`src/hw/rtl/coverage_shrink_detector_defines.svh`:
```
// Assertion helpers for the coverage shrink detector.
// Each macro expects clk and rst_n in scope.
`ifndef COVERAGE_SHRINK_DETECTOR_DEFINES_SVH
`define COVERAGE_SHRINK_DETECTOR_DEFINES_SVH

// Same-cycle implication.
`define CSD_ASSERT_IMPL(label, ante, cons, msg) \
    label: assert property (@(posedge clk) disable iff (!rst_n) (ante) |-> (cons)) \
        else $error(msg);

// Next-cycle implication.
`define CSD_ASSERT_NEXT(label, ante, cons, msg) \
    label: assert property (@(posedge clk) disable iff (!rst_n) (ante) |=> (cons)) \
        else $error(msg);

`endif

```
`src/hw/rtl/csd_pkg.sv`:
```
`timescale 1ns / 1ps

package csd_pkg;

    localparam int MAP_WORDS  = 8192;
    localparam int NUM_MAPS   = 3;
    localparam int MEM_DEPTH  = NUM_MAPS * MAP_WORDS;
    localparam int MEM_AW     = $clog2(MEM_DEPTH);
    localparam int BYTE_W     = 8;
    localparam int LANES      = 8;
    localparam int WORD_W     = LANES * BYTE_W;
    localparam int IDX_W      = 13;
    localparam int SEL_W      = 2;
    localparam int HIT_W      = 64;
    localparam int CNT_W      = 17;
    localparam int STATUS_W   = 3;
    localparam int LANE_CNT_W = $clog2(LANES + 1);

    localparam logic [BYTE_W-1:0] BYTE_FULL = 8'hff;

    // Merge result of a first run.
    typedef enum logic [1:0] {
        DISC_NONE   = 2'd0,
        DISC_COUNTS = 2'd1,
        DISC_NEW    = 2'd2
    } disc_t;

    // What one byte lane finds.
    typedef struct packed {
        logic              nonzero;
        logic              overlap;
        logic              ref_full;
        logic              shrink;
        logic              fresh;
        logic [BYTE_W-1:0] shrunk_byte;
        logic [BYTE_W-1:0] merged_byte;
    } lane_t;

    // Word-level summary from the merge stage.
    typedef struct packed {
        logic [LANE_CNT_W-1:0] cnt;
        logic                  overlap;
        logic                  all_ones;
        logic                  mask_any;
        logic                  disc_any;
        logic [WORD_W-1:0]     shrunk;
        logic [WORD_W-1:0]     merged;
    } word_sum_t;

endpackage

```
`src/hw/rtl/csd_lane.sv`:
```
`timescale 1ns / 1ps

module csd_lane (
    input  logic [csd_pkg::BYTE_W-1:0] trace_byte,
    input  logic [csd_pkg::BYTE_W-1:0] ref_byte,
    output csd_pkg::lane_t             res
);

    logic tb_zero;
    logic rb_full;

    assign tb_zero = (trace_byte == '0);
    assign rb_full = (ref_byte == csd_pkg::BYTE_FULL);

    always_comb
    begin
        res.nonzero     = !tb_zero;
        res.overlap     = |(trace_byte & ref_byte);
        res.ref_full    = rb_full;
        res.shrink      = !rb_full && tb_zero;
        res.fresh       = !tb_zero && rb_full;
        // restore untouched bytes to the empty pattern
        res.shrunk_byte = (!rb_full && tb_zero) ? csd_pkg::BYTE_FULL : ref_byte;
        res.merged_byte = ref_byte & ~trace_byte;
    end

endmodule

```
`config.mk`:
```
export PLATFORM = sky130hd
export DESIGN_NAME = csd_lane
export DESIGN_NICKNAME = d
export VERILOG_FILES = /design/src/hw/rtl/coverage_shrink_detector_defines.svh /design/src/hw/rtl/csd_pkg.sv /design/src/hw/rtl/csd_lane.sv
export SDC_FILE = /design/constraint.sdc
export NUM_CORES = 1
export LEC_CHECK = 0
export CORE_AREA = 8 8 45 47
export DETAILED_ROUTE_END_ITERATION = 12
export DIE_AREA = 0 0 53 55
export DONT_BUFFER_PORTS = 1
export PLACE_DENSITY = 0.38
export SLEW_MARGIN = 20
export SYNTH_ARGS = -nofsm -noshare
export SYNTH_HDL_FRONTEND = slang
export SYNTH_SLANG_ARGS = --single-unit
```
`constraint.sdc`:
```
create_clock -name vclk -period 1.3
set_input_delay 0.065 -clock vclk [all_inputs]
set_output_delay 0.065 -clock vclk [all_outputs]
set_load 0.1 [all_outputs]
```
Word-level counts from Yosys, hierarchy flattened
Index checks and enable logic that the tools add are counted.
{"block": "word_totals", "reg_bits": 0, "in_bits": 16, "word_cells": 11}
{"block": "classes", "muxes": 1, "n_reduce_logical": 6, "bitwise_logic": 3, "n_eq_ne": 1}
{"op": "$and A8 B8 Y8", "n": 2}
{"op": "$eq A8 B8 Y1 const B", "n": 1}
{"op": "$logic_not A8 Y1", "n": 1}
{"op": "$mux W8", "n": 1}
{"op": "$not A8 Y8", "n": 1}
{"op": "$reduce_or A8 Y1", "n": 1}
{"op": "$logic_and A1 B1 Y1", "n": 2}
{"op": "$logic_not A1 Y1", "n": 2}

Logic depth before layout (Yosys ltp)
Gate-level depths: netlist (run 1).
{"block": "logic_depth", "ltp_word": 4, "depth_mapped": 3, "mapped_depth_nobuf": 2}

Worst setup path after synthesis (run 1)
OpenSTA, ideal clock, no wires.
{"block": "synth_path", "path_type": "input-to-output", "start": "input trace_byte[4] (netlist name)", "end": "output res[10] (netlist name)", "slack_ns": -0.937, "cell_stages": 3, "arrival_ns": 2.172, "path_cell_list": "or4_1 > buf_6 > o21bai_1"}
{"item": "start, declared", "line": "csd_lane.sv:4", "rtl": "input logic [csd_pkg::BYTE_W-1:0] trace_byte,"}
{"item": "end, declared", "line": "csd_lane.sv:6", "rtl": "output csd_pkg::lane_t res"}

==> results_dict.tcl, run 1 <==
set metrics [dict create \
    register_area_um2 0 \
    cts_setup_buffers 0 \
    final_area_um2 579.3 \
    fp.dieW_um 53 \
    drc 0 \
    setup-tns-final_ns 0 \
    comb_power_share_pct 100.0 \
    cp_top_family "simple AND/OR/NAND/NOR gates" \
    seq_area_frac_synth_pct 0 \
    report.final.setup_viol 0 \
    p_int_uw 100.8 \
    status "finished, final reports clean" \
    crit_path_cell_trace "or4_4, a211oi_4, buf_12" \
    power_density_nw_per_um2 609.2 \
    synth_nets 48 \
    drv_cap 0 \
    routed_via_density 5.138 \
    path_class "in2out" \
    cp_max_fo 11 \
    die_y_um 55 \
    portBuffers 0 \
    cpMaxStageDelayCell "or4_4" \
    fin_util_pct 41.86 \
    grt_first_pass_wirelength_um 1635 \
    coreArea_um2 1384 \
    max_slew_margin_pct 78.99 \
    ir_worst_vdd_v 0.0003030 \
    ys_warn_count 0 \
    wl_um 1242 \
    clock_buffers 0 \
    final_max_slew_viol_count 0 \
    avgRoutedWirePerCell_um 19.11 \
    vias 334 \
    syn_area_um2 250.2 \
    drive_gt1_share_pct 77.55 \
    drtPass1Iterations 3 \
    leakage_uw 0.0002406 \
    nets 67 \
    hpwl_um 1107 \
    crit_start "trace_byte[4]" \
    worstHoldPathType "in2out" \
    crit_path_end_kind "output pin" \
    switching_share_pct 71.43 \
    track_usage_pct 6.979 \
    ys_types 14 \
    layout_common_cells "buf_4, buf_12, o21bai_2" \
    antenna_found_initial 0 \
    grt_max_degree 12 \
    grt_pass1_vias 355 \
    ioPinCount 37 \
    p_switching_uw 252.1 \
    seqPwrFrac_pct 0 \
    fmax_ghz 0.7861 \
    worstSetupStartpointType "primary input" \
    max_stage_delay_ns 0.64 \
    p_clk_share_pct 0 \
    grt-ovfl-total 0 \
    worst_pin_slew_ns 0.3162 \
    timing.final.crit_share_pct 97.86 \
    initialDrtViolationCount 5 \
    place.gp.congestion 0.6942 \
    syn_inst 32 \
    total_power_uw 352.9 \
    initial_core_util_pct 18.08 \
    crit_end "res[17]" \
    nFlopsAndLatches 0 \
    syn_avg_cell_area_um2 7.820 \
    critPathBufInv 1 \
    crit_arrival_ns 1.21 \
    hold_viol_final 0 \
    syn_to_final_growth_pct 131.5 \
    std_cell_rows 14 \
    worst-path-stages 3 \
    diodes 0 \
    rsz0062_at_grt "yes" \
    dieArea_um2 2915 \
    detail-route-antenna-nets 0 \
    worstPathRequired_ns 1.24 \
    min_from "trace_byte[7]" \
    place_area_um2 571.8 \
    min_period_ns 1.272 \
]
what timing repair did:
action | 4_1_cts | 5_1_grt
hold buffers | 0 | 0
gates resized for setup | 0 | 1
setup endpoints to repair | 0 | 1
kinds of logic (layout without fill, tap and decap cells):
family	Yosys count	in the layout	synth area share, %
compound gates	14	14	45.00
simple gates	15	15	43.01
buf+inv	3	20	12.00
how the worst min path moves through the flow:
stage | end | slack (ns) | depth (start not counted)
3_3_place_gp | res[5] | 0.37 | 2
5_1_grt | res[2] | 0.37 | 2
3_5_place_dp | res[7] | 0.37 | 2
6_report | res[7] | 0.37 | 2
2_1_floorplan | res[0] | 0.30 | 1
4_1_cts | res[7] | 0.37 | 2
cell usage after synthesis:
cell type  number  share of area (%)
a211oi_2        1                5.0
a22oi_1         4                 12
and2_1          1                2.5
and2b_1         2                6.0
and4_1          2                7.0
buf_4           1                3.0
buf_6           2                9.0
nand4_1         1                2.5
nor2b_1         6                 15
o211a_1         1                4.0
o21bai_1        8                 24
or2_1           1                2.5
or4_1           1                3.0
or4_4           1                4.5
metrics by stage:
stage / hold slack [ns] / std cells / worst slack (ns)
2_1_floorplan: 0.3047 / 32 / -0.3829
3_3_place_gp: 0.3677 / 65 / 0.01918
3_5_place_dp: 0.3679 / 65 / 0.006812
4_1_cts: 0.3679 / 65 / 0.007255
5_1_grt: 0.3734 / 65 / -0.001878
6_report: 0.3676 / 65 / 0.02787
power groups by stage:
stage                     logic, uW  registers (uW)  clock network (uW)
after floorplan                 264               0                   0
after global placement          353               0                   0
after detailed placement        355               0                   0
after CTS                       355               0                   0
after global routing            361               0                   0
final                           353               0                   0
area by class of cell:
cell class,count,area [um2]
fillers,133,804.5
multi-input cells,29,284.0
well taps,16,20.02
repair buffers,20,275.3
layer usage:
layer | wire [um] | up-vias | track usage, % | share of wire, %
met2 | 670 | 20 | 14.65 | 54
met3 | 142 | 0 | 2.139 | 11
li1 | - | 158 | - | -
met4 | 0 | 0 | 0 | 0
met1 | 429 | 156 | 6.798 | 35
met5 | 0 | - | 0 | 0
Power figures use the tool's default switching activity.
==> run 2, diff against run 1 <==
Settings changed: GPL_TIMING_DRIVEN from default to 0.
==> run 2 against run 1 <==
Compared with the run above:
- the run now ends with negative setup slack left
- largest power group unchanged
- sequential share of layout area unchanged
- critical path depth unchanged
- wire length grew 1.4%
- fmax down 25%
- non-clock buffer count fell by 6
- count of clock-buffer cells in the layout stayed put
- via count decreased by 5.4%
- flip-flop and latch count unchanged
- worst hold slack worse by 0.061 ns
- worst setup slack got worse by 0.43 ns
==> results_dict.tcl, run 2 (same netlist as run 1, synthesis figures left out) <==
set metrics [dict create \
    hold_viol_final 0 \
    setup-tns-final_ns -3.211 \
    critPathBufInv 1 \
    worst_pin_slew_ns 1.088 \
    timing.final.crit_share_pct 130.8 \
    max_stage_delay_ns 0.88 \
    place_ws_ns -0.4257 \
    drtPass1Iterations 3 \
    avgRoutedWirePerCell_um 21.34 \
    min_period_ns 1.701 \
    register_area_um2 0 \
    clock_buffers 0 \
    fp.dieW_um 53 \
    final_max_slew_viol_count 0 \
    worstHoldPathType "in2out" \
    path_class "in2out" \
    layout_common_cells "buf_4, o21bai_4, nor2b_2" \
    p_int_uw 68.21 \
    rsz0062_at_grt "yes" \
    routed_via_density 5.356 \
    place.gp.congestion 0.6910 \
    p_clk_share_pct 0 \
    grt_max_degree 11 \
    worst_slack_ns -0.4008 \
    worstPathRequired_ns 1.24 \
    drv_cap 0 \
    cp_top_family "compound AO/OA/AOI/OAI gates" \
    fin_util_pct 38.07 \
    antenna_found_initial 0 \
    wl_um 1259 \
    ir_worst_vdd_v 0.0002657 \
    switching_share_pct 78.34 \
    crit_path_end_kind "output pin" \
    cpMaxStageDelayCell "a211oi_4" \
    p_switching_uw 246.6 \
    cp_max_fo 5 \
    seqPwrFrac_pct 0 \
    std_cell_rows 14 \
    fmax_ghz 0.5880 \
    grt_pass1_vias 332 \
    diodes 0 \
    max_slew_margin_pct 27.41 \
    whs_ns 0.3071 \
    comb_power_share_pct 100.0 \
    initialDrtViolationCount 2 \
    detail-route-antenna-nets 0 \
    hpwl_um 970 \
    ioPinCount 37 \
    nets 61 \
    crit_arrival_ns 1.64 \
    status "finished with violations" \
    syn_to_final_growth_pct 110.5 \
    power_density_nw_per_um2 597.7 \
    initial_core_util_pct 18.08 \
    leakage_uw 0.0001993 \
    drc 0 \
    grt-ovfl-total 0 \
    layout_commonest_cell "buf_4" \
    nFlopsAndLatches 0 \
    total_power_uw 314.9 \
    die_y_um 55 \
    report.final.setup_viol 10 \
    coreArea_um2 1384 \
    track_usage_pct 7.466 \
    grt_first_pass_wirelength_um 1752 \
    dieArea_um2 2915 \
    drive_gt1_share_pct 74.42 \
    vias 316 \
    crit_path_cell_trace "or4_4, buf_12, a211oi_4" \
    violations "negative setup slack" \
    portBuffers 0 \
    worstSetupStartpointType "primary input" \
]
## run 2: cell types whose count changed in the layout (fill, tap and decap cells not counted), sizes merged
cell / previous run / this run
buf: 20 / 12
bufbuf: 0 / 1
dlymetal6s2s: 0 / 1
## run 2: routing by layer
metal	GRT usage [%]	part of all wire (%)
met2	13.28	52
met5	0	0
met1	8.748	36
met4	0	0
met3	2.941	12
## run 2: area by class of cell
type | count | area (um2)
fillers | 143 | 857.1
multi-input cells | 29 | 339.1
repair buffers | 11 | 120.1
plain buffers | 3 | 47.55
well taps | 16 | 20.02
## run 2: power by group through the flow
stage / sequential, uW / combinational [uW] / clock (uW)
2_1_floorplan: 0 / 264 / 0
3_3_place_gp: 0 / 273 / 0
3_5_place_dp: 0 / 280 / 0
4_1_cts: 0 / 299 / 0
5_1_grt: 0 / 322 / 0
6_report: 0 / 315 / 0
## run 2: stage by stage
step                      instances  instance area, um2
after floorplan                  32               306.5
after global placement           48               326.6
after detailed placement         49               341.6
after CTS                        51               430.4
after global routing             59               526.8
final                            59               526.8
## run 2: path summary, 6_finish.rpt
path                  cells past startpoint       to          start
worst max-delay path                      3  res[17]  trace_byte[4]
worst min-delay path                      1   res[6]  trace_byte[6]
## run 2: repair_timing
item	4_1_cts	5_1_grt
setup buffers	1	8
gates resized for setup	9	5
cloned	1	0
endpoints found under the setup margin	10	10
pin swaps	6	8
hold buffers	0	0
