--- src/hw/rtl/coverage_shrink_detector_defines.svh ---
// Assertion helpers for the coverage shrink detector.
// Each macro expects clk and rst_n in scope.
`ifndef COVERAGE_SHRINK_DETECTOR_DEFINES_SVH
`define COVERAGE_SHRINK_DETECTOR_DEFINES_SVH

// Same-cycle implication.
`define CSD_ASSERT_IMPL(label, ante, cons, msg) \
    label: assert property (@(posedge clk) disable iff (!rst_n) (ante) |-> (cons)) \
        else $error(msg);

// Next-cycle implication.
`define CSD_ASSERT_NEXT(label, ante, cons, msg) \
    label: assert property (@(posedge clk) disable iff (!rst_n) (ante) |=> (cons)) \
        else $error(msg);

`endif

--- src/hw/rtl/csd_pkg.sv ---
`timescale 1ns / 1ps

package csd_pkg;

    localparam int MAP_WORDS  = 8192;
    localparam int NUM_MAPS   = 3;
    localparam int MEM_DEPTH  = NUM_MAPS * MAP_WORDS;
    localparam int MEM_AW     = $clog2(MEM_DEPTH);
    localparam int BYTE_W     = 8;
    localparam int LANES      = 8;
    localparam int WORD_W     = LANES * BYTE_W;
    localparam int IDX_W      = 13;
    localparam int SEL_W      = 2;
    localparam int HIT_W      = 64;
    localparam int CNT_W      = 17;
    localparam int STATUS_W   = 3;
    localparam int LANE_CNT_W = $clog2(LANES + 1);

    localparam logic [BYTE_W-1:0] BYTE_FULL = 8'hff;

    // Merge result of a first run.
    typedef enum logic [1:0] {
        DISC_NONE   = 2'd0,
        DISC_COUNTS = 2'd1,
        DISC_NEW    = 2'd2
    } disc_t;

    // What one byte lane finds.
    typedef struct packed {
        logic              nonzero;
        logic              overlap;
        logic              ref_full;
        logic              shrink;
        logic              fresh;
        logic [BYTE_W-1:0] shrunk_byte;
        logic [BYTE_W-1:0] merged_byte;
    } lane_t;

    // Word-level summary from the merge stage.
    typedef struct packed {
        logic [LANE_CNT_W-1:0] cnt;
        logic                  overlap;
        logic                  all_ones;
        logic                  mask_any;
        logic                  disc_any;
        logic [WORD_W-1:0]     shrunk;
        logic [WORD_W-1:0]     merged;
    } word_sum_t;

endpackage

--- src/hw/rtl/csd_merge.sv ---
`timescale 1ns / 1ps

module csd_merge (
    input  csd_pkg::lane_t     lanes [csd_pkg::LANES],
    output csd_pkg::word_sum_t sum
);

    always_comb
    begin
        sum.cnt      = '0;
        sum.overlap  = 1'b0;
        sum.all_ones = 1'b1;
        sum.mask_any = 1'b0;
        sum.disc_any = 1'b0;
        sum.shrunk   = '0;
        sum.merged   = '0;
        for (int i = 0; i < csd_pkg::LANES; i++)
        begin
            sum.cnt      = sum.cnt + csd_pkg::LANE_CNT_W'(lanes[i].nonzero);
            sum.overlap  = sum.overlap  | lanes[i].overlap;
            sum.all_ones = sum.all_ones & lanes[i].ref_full;
            sum.mask_any = sum.mask_any | lanes[i].shrink;
            sum.disc_any = sum.disc_any | lanes[i].fresh;
            sum.shrunk[i*csd_pkg::BYTE_W +: csd_pkg::BYTE_W] = lanes[i].shrunk_byte;
            sum.merged[i*csd_pkg::BYTE_W +: csd_pkg::BYTE_W] = lanes[i].merged_byte;
        end
    end

endmodule

--- config.mk ---
export PLATFORM = sky130hd
export DESIGN_NAME = csd_merge
export DESIGN_NICKNAME = d
export VERILOG_FILES = /design/src/hw/rtl/coverage_shrink_detector_defines.svh /design/src/hw/rtl/csd_pkg.sv /design/src/hw/rtl/csd_merge.sv
export SDC_FILE = /design/constraint.sdc
export NUM_CORES = 1
export LEC_CHECK = 0
export BUFFER_PORTS_ARGS = -buffer_cell sky130_fd_sc_hd__buf_2
export CORE_AREA = 3 3 116 118
export DETAILED_ROUTE_END_ITERATION = 6
export DIE_AREA = 0 0 119 121
export PLACE_DENSITY = 0.46
export SYNTH_ARGS = -nofsm -noshare
export SYNTH_HDL_FRONTEND = slang
export SYNTH_SLANG_ARGS = --single-unit
export TNS_END_PERCENT = 100
--- constraint.sdc ---
create_clock -name vclk -period 2.56
set_clock_uncertainty 0.1 [all_clocks]
set_input_delay 0.128 -clock vclk [all_inputs]
set_output_delay 0.128 -clock vclk [all_outputs]
set_load 0.03 [all_outputs]
# == Word level (Yosys, flattened, before mapping) ==
# Cells that the tools add are included.
# W data, S select, Z words.
# word_totals
inputBits,168
ff_bits,0
output_inout_bits,136
word_cells,35
# classes
addsub,7
bitwise,28
# op_table
operator,n
$or A1 B1 Y1,21
$add A4 B1 Y4,4
$and A1 B1 Y1,7
$add A3 B1 Y4,1
$add A2 B1 Y3,1
$add A1 B1 Y2,1

# == Depth between registers and ports, before layout ==
# Gate-level depths: netlist (run 1).
# depth
ltp_word,7
depth_mapped,9
depth_no_buf,9

# == Worst setup path before layout (run 1) ==
# Ideal clock, no wire load.
# synth_path
path_kind,input port to output port
from,in lanes[20] (netlist bit)
to,out sum[134] (netlist bit)
arrival_ps,2705
required_time_ps,2332
cell_stages,9
n_path_buf,0
slack_ps,-373
path_cell_list,inv_1 > fa_1 > fa_1 > fa_1 > inv_1 > ha_1 > inv_1 > fa_1 > xnor2_1
# synth_lines
item,line,source
"start, declared",csd_merge.sv:4,"input csd_pkg::lane_t lanes [csd_pkg::LANES],"
"end, declared",csd_merge.sv:5,output csd_pkg::word_sum_t sum

==> out/results.tsv, run 1 <==
metric	value	unit
status	complete, but fails checks	
violations	negative setup slack	
whs_path_depth	0	
placementRows	41	
worst_path_most_repeated_cell	fa_1	
grt_overflow	0	
critPathMaxFanout	2	
finalHoldViolCount	0	
dp.cells	256	
diodes	0	
crit_chain	buf_8, inv_8, fa_1, fa_1, fa_1, inv_2, ha_4, inv_2, fa_2, xnor2_4, buf_6	
nFlopsAndLatches	0	
crit_type	input port to primary output	
synthesis.nets	339	
core	12570	um^2
routed_via_density	2.342	
critPathTopFamily	adder cells	
pin_count	304	
drt_pre_antenna_iters	3	
die-area	14400	um^2
synthToLayoutAreaGrowth	-34.67	%
slew_headroom	77.79	%
fmax	0.3491	GHz
avgSynthCellArea	7.416	um^2
grt_usage	3.948	%
ys_seq_area_share	0	%
setup_ws	-0.3044	ns
grt_first_pass_wirelength	4347	um
start_util	9.676	%
hold_slack	0.1560	ns
pre_cts_ws	-0.4417	ns
drive_above_1_share	69.41	%
worstPathArrival	2.64	ns
hold_start	lanes[54]	
dp.final_hpwl	2967	um
detail_route.wirelength	3301	um
nClkBuffers	0	
drv_cap	0	
via_count	602	
ir_drop	61.72	uV
critPathMaxStageDelay	0.54	ns
gp_congestion	0.6338	
fin_nets	262	
synth_area	1216	um^2
cpMaxStageDelayCell	fa_1	
grt_pass1_vias	735	
drt_iter0_drc	7	
placement.io_buffers	48	
max_slew.worst_pin.slew	0.3302	ns
rsz0062_at_grt	true	
required	2.33	ns
antenna_found_initial	0	
placed_cell_area	744.5	um^2
setup_tns	-0.6364	ns
yosysUniqueCellTypes	11	
wire_per_inst	12.84	um
ys.warnings.count	0	
drcViolationCount	0	
area.sequential	0	um^2
cp_num_buf_inv	5	
worst_setup_path_start_kind	input port	
end_kind	primary output	
p_per_area	333.7	nW/um^2
post-route-period-util	111.9	%
die_x	119	um
hold_buffers	0	
postLayoutCellArea	794.5	um^2
p_leak	0.3379	nW
fin_cells	257	
worst_hold_path.endpoint	sum[108]	
post_synth_inst_count	164	
drv_slew	0	
hp-class	input port to primary output	
grt_start_max_net_pins	3	
die_h	121	um
ant_nets	0	
fin_crit	2.864	ns
finalSetupViolations	3	
cells in the mapped netlist:
cell	n	area (um^2)
nor2_1	1	3.750
buf_4	128	960.9
nor4_1	6	37.54
a21oi_1	1	5.000
inv_1	14	52.55
nor2b_1	1	6.260
xnor2_1	1	8.760
nand2_1	3	11.26
fa_1	4	80.08
nand4_1	2	12.51
ha_1	3	37.54
metal layers:
| layer | up-vias | global-route usage [%] | share of wire (%) |
|---|---|---|---|
| met5 | - | 0 | 0 |
| met2 | 98 | 6.111 | 44 |
| met4 | 0 | 7.169 | 19 |
| met3 | 80 | 2.611 | 20 |
| li1 | 212 | - | - |
| met1 | 212 | 2.069 | 17 |
report_power, final:
part	switching (W)	internal, W
clock	0	0
sequential	0	0
combinational	0.000138	0.000127
what timing repair did:
action,CTS,global route
resized for setup,9,5
pin swaps,0,1
setup endpoints to repair,4,4
buffers inserted,0,1
through the flow:
step | total power (W) | util, %
after floorplan | 0.0005260 | -
after global placement | 0.0002205 | 5.923
after detailed placement | 0.0002270 | 5.923
after CTS | 0.0002537 | 6.122
after global routing | 0.0002913 | 6.322
final | 0.0002651 | 6.322
worst max path at each step:
stage,from,endpoint,slack [ns],cells past startpoint
2_1_floorplan,lanes[20],sum[134],-0.11,9
3_3_place_gp,lanes[20],sum[134],-0.41,11
3_5_place_dp,lanes[20],sum[134],-0.44,11
4_1_cts,lanes[20],sum[134],-0.34,11
5_1_grt,lanes[20],sum[134],-0.38,11
6_report,lanes[20],sum[134],-0.30,11
final cells by class:
class / count / area (um^2)
fill: 1477 / 11770
inverter: 14 / 62.56
multi-input combinational: 22 / 240.2
tap: 172 / 215.2
timing repair buffer: 49 / 276.5
cell families (layout without fill, tap and decap cells):
family / after synthesis / count (layout) / synth area share, %
simple gates: 13 / 13 / 5.864
compound gates: 1 / 1 / 0.4111
xor+xnor: 1 / 1 / 0.7203
buf+inv: 142 / 63 / 83.33
fa+ha+maj: 7 / 7 / 9.671
placed cells by master (no fill, tap or decap), types with 2 or more instances in the layout:
cell type	n
nor4_1	6
buf_6	3
ha_1	2
nand4_1	2
fa_1	3
nand2_1	3
buf_2	44
inv_1	8
inv_2	4
(Power assumes the default switching activity.)
==> run 2: changes to the inputs <==
--- a/config.mk
+++ b/config.mk
@@ -6,10 +6,12 @@
 export NUM_CORES = 1
 export LEC_CHECK = 0
 export BUFFER_PORTS_ARGS = -buffer_cell sky130_fd_sc_hd__buf_2
-export CORE_AREA = 3 3 116 118
+export CELL_PAD_IN_SITES_DETAIL_PLACEMENT = 1
+export CELL_PAD_IN_SITES_GLOBAL_PLACEMENT = 1
+export CORE_AREA = 3 3 118 120
 export DETAILED_ROUTE_END_ITERATION = 6
-export DIE_AREA = 0 0 119 121
-export PLACE_DENSITY = 0.46
+export DIE_AREA = 0 0 121 123
+export PLACE_DENSITY_LB_ADDON = 0.08
 export SYNTH_ARGS = -nofsm -noshare
 export SYNTH_HDL_FRONTEND = slang
 export SYNTH_SLANG_ARGS = --single-unit
==> run 2 against run 1 <==
  * The flow still finishes with violations (negative setup slack)
  * Wire length fell by 29%
  * Count of clock-buffer cells in the layout did not move
  * Non-clock buffer count did not move
  * First-iteration DRC count fell by 29%
  * Flip-flop and latch count did not move
  * Via count fell by 5.0%
==> out/results.tsv, run 2 (synthesis results as in run 1) <==
metric	value	unit	change
start_util	9.294	%	was 9.676%
core	13090	um^2	was 12570 um^2
grt_first_pass_wirelength	3229	um	was 4347 um
drv_cap	0		unchanged
max_slew.worst_pin.slew	0.2363	ns	was 0.3302 ns
placement.io_buffers	48		unchanged
final_common_cell	buf_2		unchanged
grt_usage	2.555	%	was 3.948%
fin_nets	262		unchanged
critPathMaxFanout	2		unchanged
final_util	6.196	%	was 6.322%
finalHoldViolCount	0		unchanged
end_kind	primary output		unchanged
drv_slew	0		unchanged
rsz0062_at_grt	true		unchanged
finalSetupViolations	3		unchanged
drcViolationCount	0		unchanged
area.sequential	0	um^2	unchanged
die_x	121	um	was 119 um
crit_type	input port to primary output		unchanged
fmax	0.3508	GHz	was 0.3491 GHz
power.total	0.0002633	W	was 0.0002651 W
pin_count	304		unchanged
synthToLayoutAreaGrowth	-33.33	%	was -34.67%
dp.final_hpwl	2114	um	was 2967 um
fill_cells	1575		was 1477
fin_cells	261		was 257
violations	negative setup slack		unchanged
gp_congestion	0.5801		was 0.6338
nFlopsAndLatches	0		unchanged
setup_ws	-0.2909	ns	was -0.3044 ns
status	complete, but fails checks		unchanged
diodes	0		unchanged
wire_per_inst	9.015	um	was 12.84 um
required	2.33	ns	about the same
p_leak	0.3409	nW	was 0.3379 nW
critPathMaxStageDelay	0.55	ns	was 0.54 ns
via_count	572		was 602
drt_pre_antenna_iters	2		was 3
fin_crit	2.851	ns	was 2.864 ns
nClkBuffers	0		unchanged
routed_via_density	2.192		was 2.342
die_h	123	um	was 121 um
worstPathArrival	2.62	ns	was 2.64 ns
hold_buffers	0		unchanged
antenna_found_initial	0		unchanged
hold_slack	0.1560	ns	about the same
hp-class	input port to primary output		unchanged
post-route-period-util	111.4	%	was 111.9%
grt_overflow	0		unchanged
slew_headroom	84.10	%	was 77.79%
p_per_area	324.8	nW/um^2	was 333.7 nW/um^2
ant_nets	0		unchanged
dp.cells	260		was 256
die-area	14880	um^2	was 14400 um^2
grt_pass1_vias	690		was 735
drt_iter0_drc	5		was 7
detail_route.wirelength	2353	um	was 3301 um
worst_setup_path_start_kind	input port		unchanged
cpMaxStageDelayCell	fa_1		unchanged
final_cell_mix	buf_2 (42), inv_1 (8), nor4_1 (6), buf_6 (6)		was buf_2 (44), inv_1 (8), nor4_1 (6)
crit_chain	buf_6, inv_2, fa_1, fa_1, fa_1, inv_2, ha_4, inv_2, fa_2, inv_4, buf_6		was buf_8, inv_8, fa_1, fa_1, fa_1, inv_2, ha_4, inv_2, fa_2, xnor2_4, buf_6
drive_above_1_share	69.41	%	unchanged
grt_start_max_net_pins	3		unchanged
ir_drop	79.10	uV	was 61.72 uV
placementRows	42		was 41
run 2: changes by cell type in the layout (fill, tap and decap cells not counted):
cell,before,now
buf_2,44,42
buf_6,3,6
buf_8,1,0
inv_2,4,3
inv_4,1,2
run 2: stage by stage:
stage | TNS, ns | instance area (um^2) | setup slack (ns)
2_1_floorplan | -0.1630 | 1250 | -0.1127
3_3_place_gp | -0.9471 | 749.5 | -0.4257
4_1_cts | -1.009 | 819.5 | -0.3619
5_1_grt | -0.9087 | 810.8 | -0.3858
6_report | -0.6308 | 810.8 | -0.2909
3_5_place_dp | -0.9631 | 749.5 | -0.4407
run 2: critical path, delay by kind of cell:
family,cells,cell delay (ns)
buffers and inverters,6,0.36
adder cells (fa/ha/maj),5,2.13
run 2: power breakdown:
part           internal [W]  total (W)  switching [W]
sequential                0          0              0
combinational      0.000128   0.000263       0.000135
clock                     0          0              0
run 2: final timing paths:
kind	from	end	depth (start not counted)
setup / recovery	lanes[83]	sum[133]	11
hold / removal	lanes[147]	sum[0]	0
run 2: layer usage:
layer,up-vias,GRT usage (%),part of all wire [%]
met2,63,3.786,44
li1,212,-,-
met3,66,1.372,17
met5,-,0,0
met1,231,1.635,22
met4,0,4.745,17
run 2: layout make-up:
type / instances / area [um^2] / share of cell area (%)
timing repair buffer: 49 / 285.3 / 35.19
inverter: 14 / 65.06 / 8.025
multi-input combinational: 22 / 240.2 / 29.63
tap: 176 / 220.2 / 27.16
run 2: timing repair:
item | in CTS | in global routing
pin swaps | 3 | 2
setup endpoints to repair | 3 | 4
resized for setup | 15 | 3
setup buffers | 3 | 0
==> run 3: changes to the inputs <==
--- a/config.mk
+++ b/config.mk
@@ -15,4 +15,4 @@
 export SYNTH_ARGS = -nofsm -noshare
 export SYNTH_HDL_FRONTEND = slang
 export SYNTH_SLANG_ARGS = --single-unit
-export TNS_END_PERCENT = 100
+export TNS_END_PERCENT = 30
==> run 3 against run 2 <==
  * The run still ends with negative setup slack left
  * Critical path depth unchanged
  * Critical endpoint unchanged
  * Cell count decreased by 0.38%
  * Largest power group unchanged
  * First-iteration DRC count decreased by 80%
  * Utilization decreased by 0.17 points
==> out/results.tsv, run 3 (synthesis results as in run 1) <==
metric	value	unit	change
p_leak	0.3330	nW	was 0.3409 nW
cts_setup_buffers	0		was 3
die_x	121	um	unchanged
area.sequential	0	um^2	unchanged
die-area	14880	um^2	unchanged
p_int	0.0001247	W	was 0.0001284 W
required	2.33	ns	about the same
pwr-share-clk	0	%	about the same
crit_type	input port to primary output		unchanged
drt_iter0_drc	1		was 5
placement.io_buffers	48		unchanged
post-route-period-util	117.1	%	was 111.4%
setup_tns	-0.9291	ns	was -0.6308 ns
nFlopsAndLatches	0		unchanged
synthToLayoutAreaGrowth	-35.19	%	was -33.33%
drcViolationCount	0		unchanged
diodes	0		unchanged
comb_power_share	100.0	%	about the same
hp-class	input port to primary output		unchanged
grt_pass1_vias	689		was 690
p_per_area	320.5	nW/um^2	was 324.8 nW/um^2
end_kind	primary output		unchanged
finalSetupViolations	3		unchanged
max_slew.worst_pin.slew	0.2446	ns	was 0.2363 ns
grt_start_max_net_pins	3		unchanged
drive_above_1_share	67.86	%	was 69.41%
via_count	554		was 572
drv_slew	0		unchanged
swShare	50.66	%	was 51.23%
fmax	0.3337	GHz	was 0.3508 GHz
dp.final_hpwl	2095	um	was 2114 um
start_util	9.294	%	unchanged
grt_first_pass_wirelength	3201	um	was 3229 um
power_switching	0.0001280	W	was 0.0001349 W
gp_congestion	0.6008		was 0.5801
grt_overflow	0		unchanged
detail_route.wirelength	2290	um	was 2353 um
whs_path_depth	0		unchanged
violations	negative setup slack		unchanged
final_cell_mix	buf_2 (42), inv_1 (9), nor4_1 (6)		was buf_2 (42), inv_1 (8), nor4_1 (6), buf_6 (6)
drt_pre_antenna_iters	2		unchanged
finalHoldViolCount	0		unchanged
placementRows	42		unchanged
worst_setup_path_start_kind	input port		unchanged
core	13090	um^2	unchanged
routed_via_density	2.131		was 2.192
fin_crit	2.997	ns	was 2.851 ns
final_common_cell	buf_2		unchanged
rsz0062_at_grt	true		unchanged
slew_headroom	83.55	%	was 84.10%
seqPwrFrac	0	%	about the same
ir_drop	48.83	uV	was 79.10 uV
nClkBuffers	0		unchanged
hold_buffers	0		unchanged
pre_cts_ws	-0.4788	ns	was -0.4407 ns
hold_slack	0.1560	ns	unchanged
grt_usage	2.583	%	was 2.555%
setup_ws	-0.4366	ns	was -0.2909 ns
pin_count	304		unchanged
drv_cap	0		unchanged
ant_nets	0		unchanged
antenna_found_initial	0		unchanged
wire_per_inst	8.808	um	was 9.015 um
status	complete, but fails checks		unchanged
die_h	123	um	unchanged
worstPathArrival	2.77	ns	was 2.62 ns
critPathMaxFanout	2		unchanged
fin_nets	261		was 262
==> run 3: cell type report <==
cell class,count,area [um^2]
fill,1577,12300
inverter,14,55.05
multi-input combinational,22,239.0
tap,176,220.2
timing repair buffer,48,274.0
==> run 3: power by group through the flow <==
stage          sequential [W]  clock (W)  combinational, W
6_report                    0          0          0.000253
5_1_grt                     0          0          0.000275
4_1_cts                     0          0          0.000227
3_5_place_dp                0          0          0.000211
3_3_place_gp                0          0          0.000210
2_1_floorplan               0          0          0.000514
==> run 3: what timing repair did <==
action,4_1_cts,5_1_grt
pin swaps,0,6
endpoints found under the setup margin,3,4
resized for setup,4,14
==> run 3: path summary, 6_finish.rpt <==
check	startpoint	to	slack, ns
max	lanes[83]	sum[133]	-0.44
min	lanes[78]	sum[103]	0.16
==> run 3: critical path, stage by stage <==
cell and delay, ns:
buf_6 0.07, inv_4 0.03, fa_2 0.59, fa_1 0.47
fa_1 0.47, inv_1 0.11, ha_4 0.15, inv_2 0.04
fa_2 0.56, inv_2 0.04, buf_6 0.12
==> run 3: routing by layer <==
metal	up-vias	wire length, um	global-route usage, %
li1	210	-	-
met4	0	270	3.895
met2	57	1090	3.925
met3	48	373	1.235
met1	239	555	2.022
met5	-	0	0
==> run 3: per-stage QoR <==
| step | cell area, um^2 | std cells | total power [W] | util, % |
|---|---|---|---|---|
| 2_1_floorplan | 1237 | 164 | 0.0005137 | - |
| 3_3_place_gp | 737.0 | 260 | 0.0002103 | 5.632 |
| 3_5_place_dp | 737.0 | 260 | 0.0002105 | 5.632 |
| 4_1_cts | 748.2 | 260 | 0.0002273 | 5.718 |
| 5_1_grt | 788.3 | 260 | 0.0002753 | 6.024 |
| 6_report | 788.3 | 260 | 0.0002527 | 6.024 |
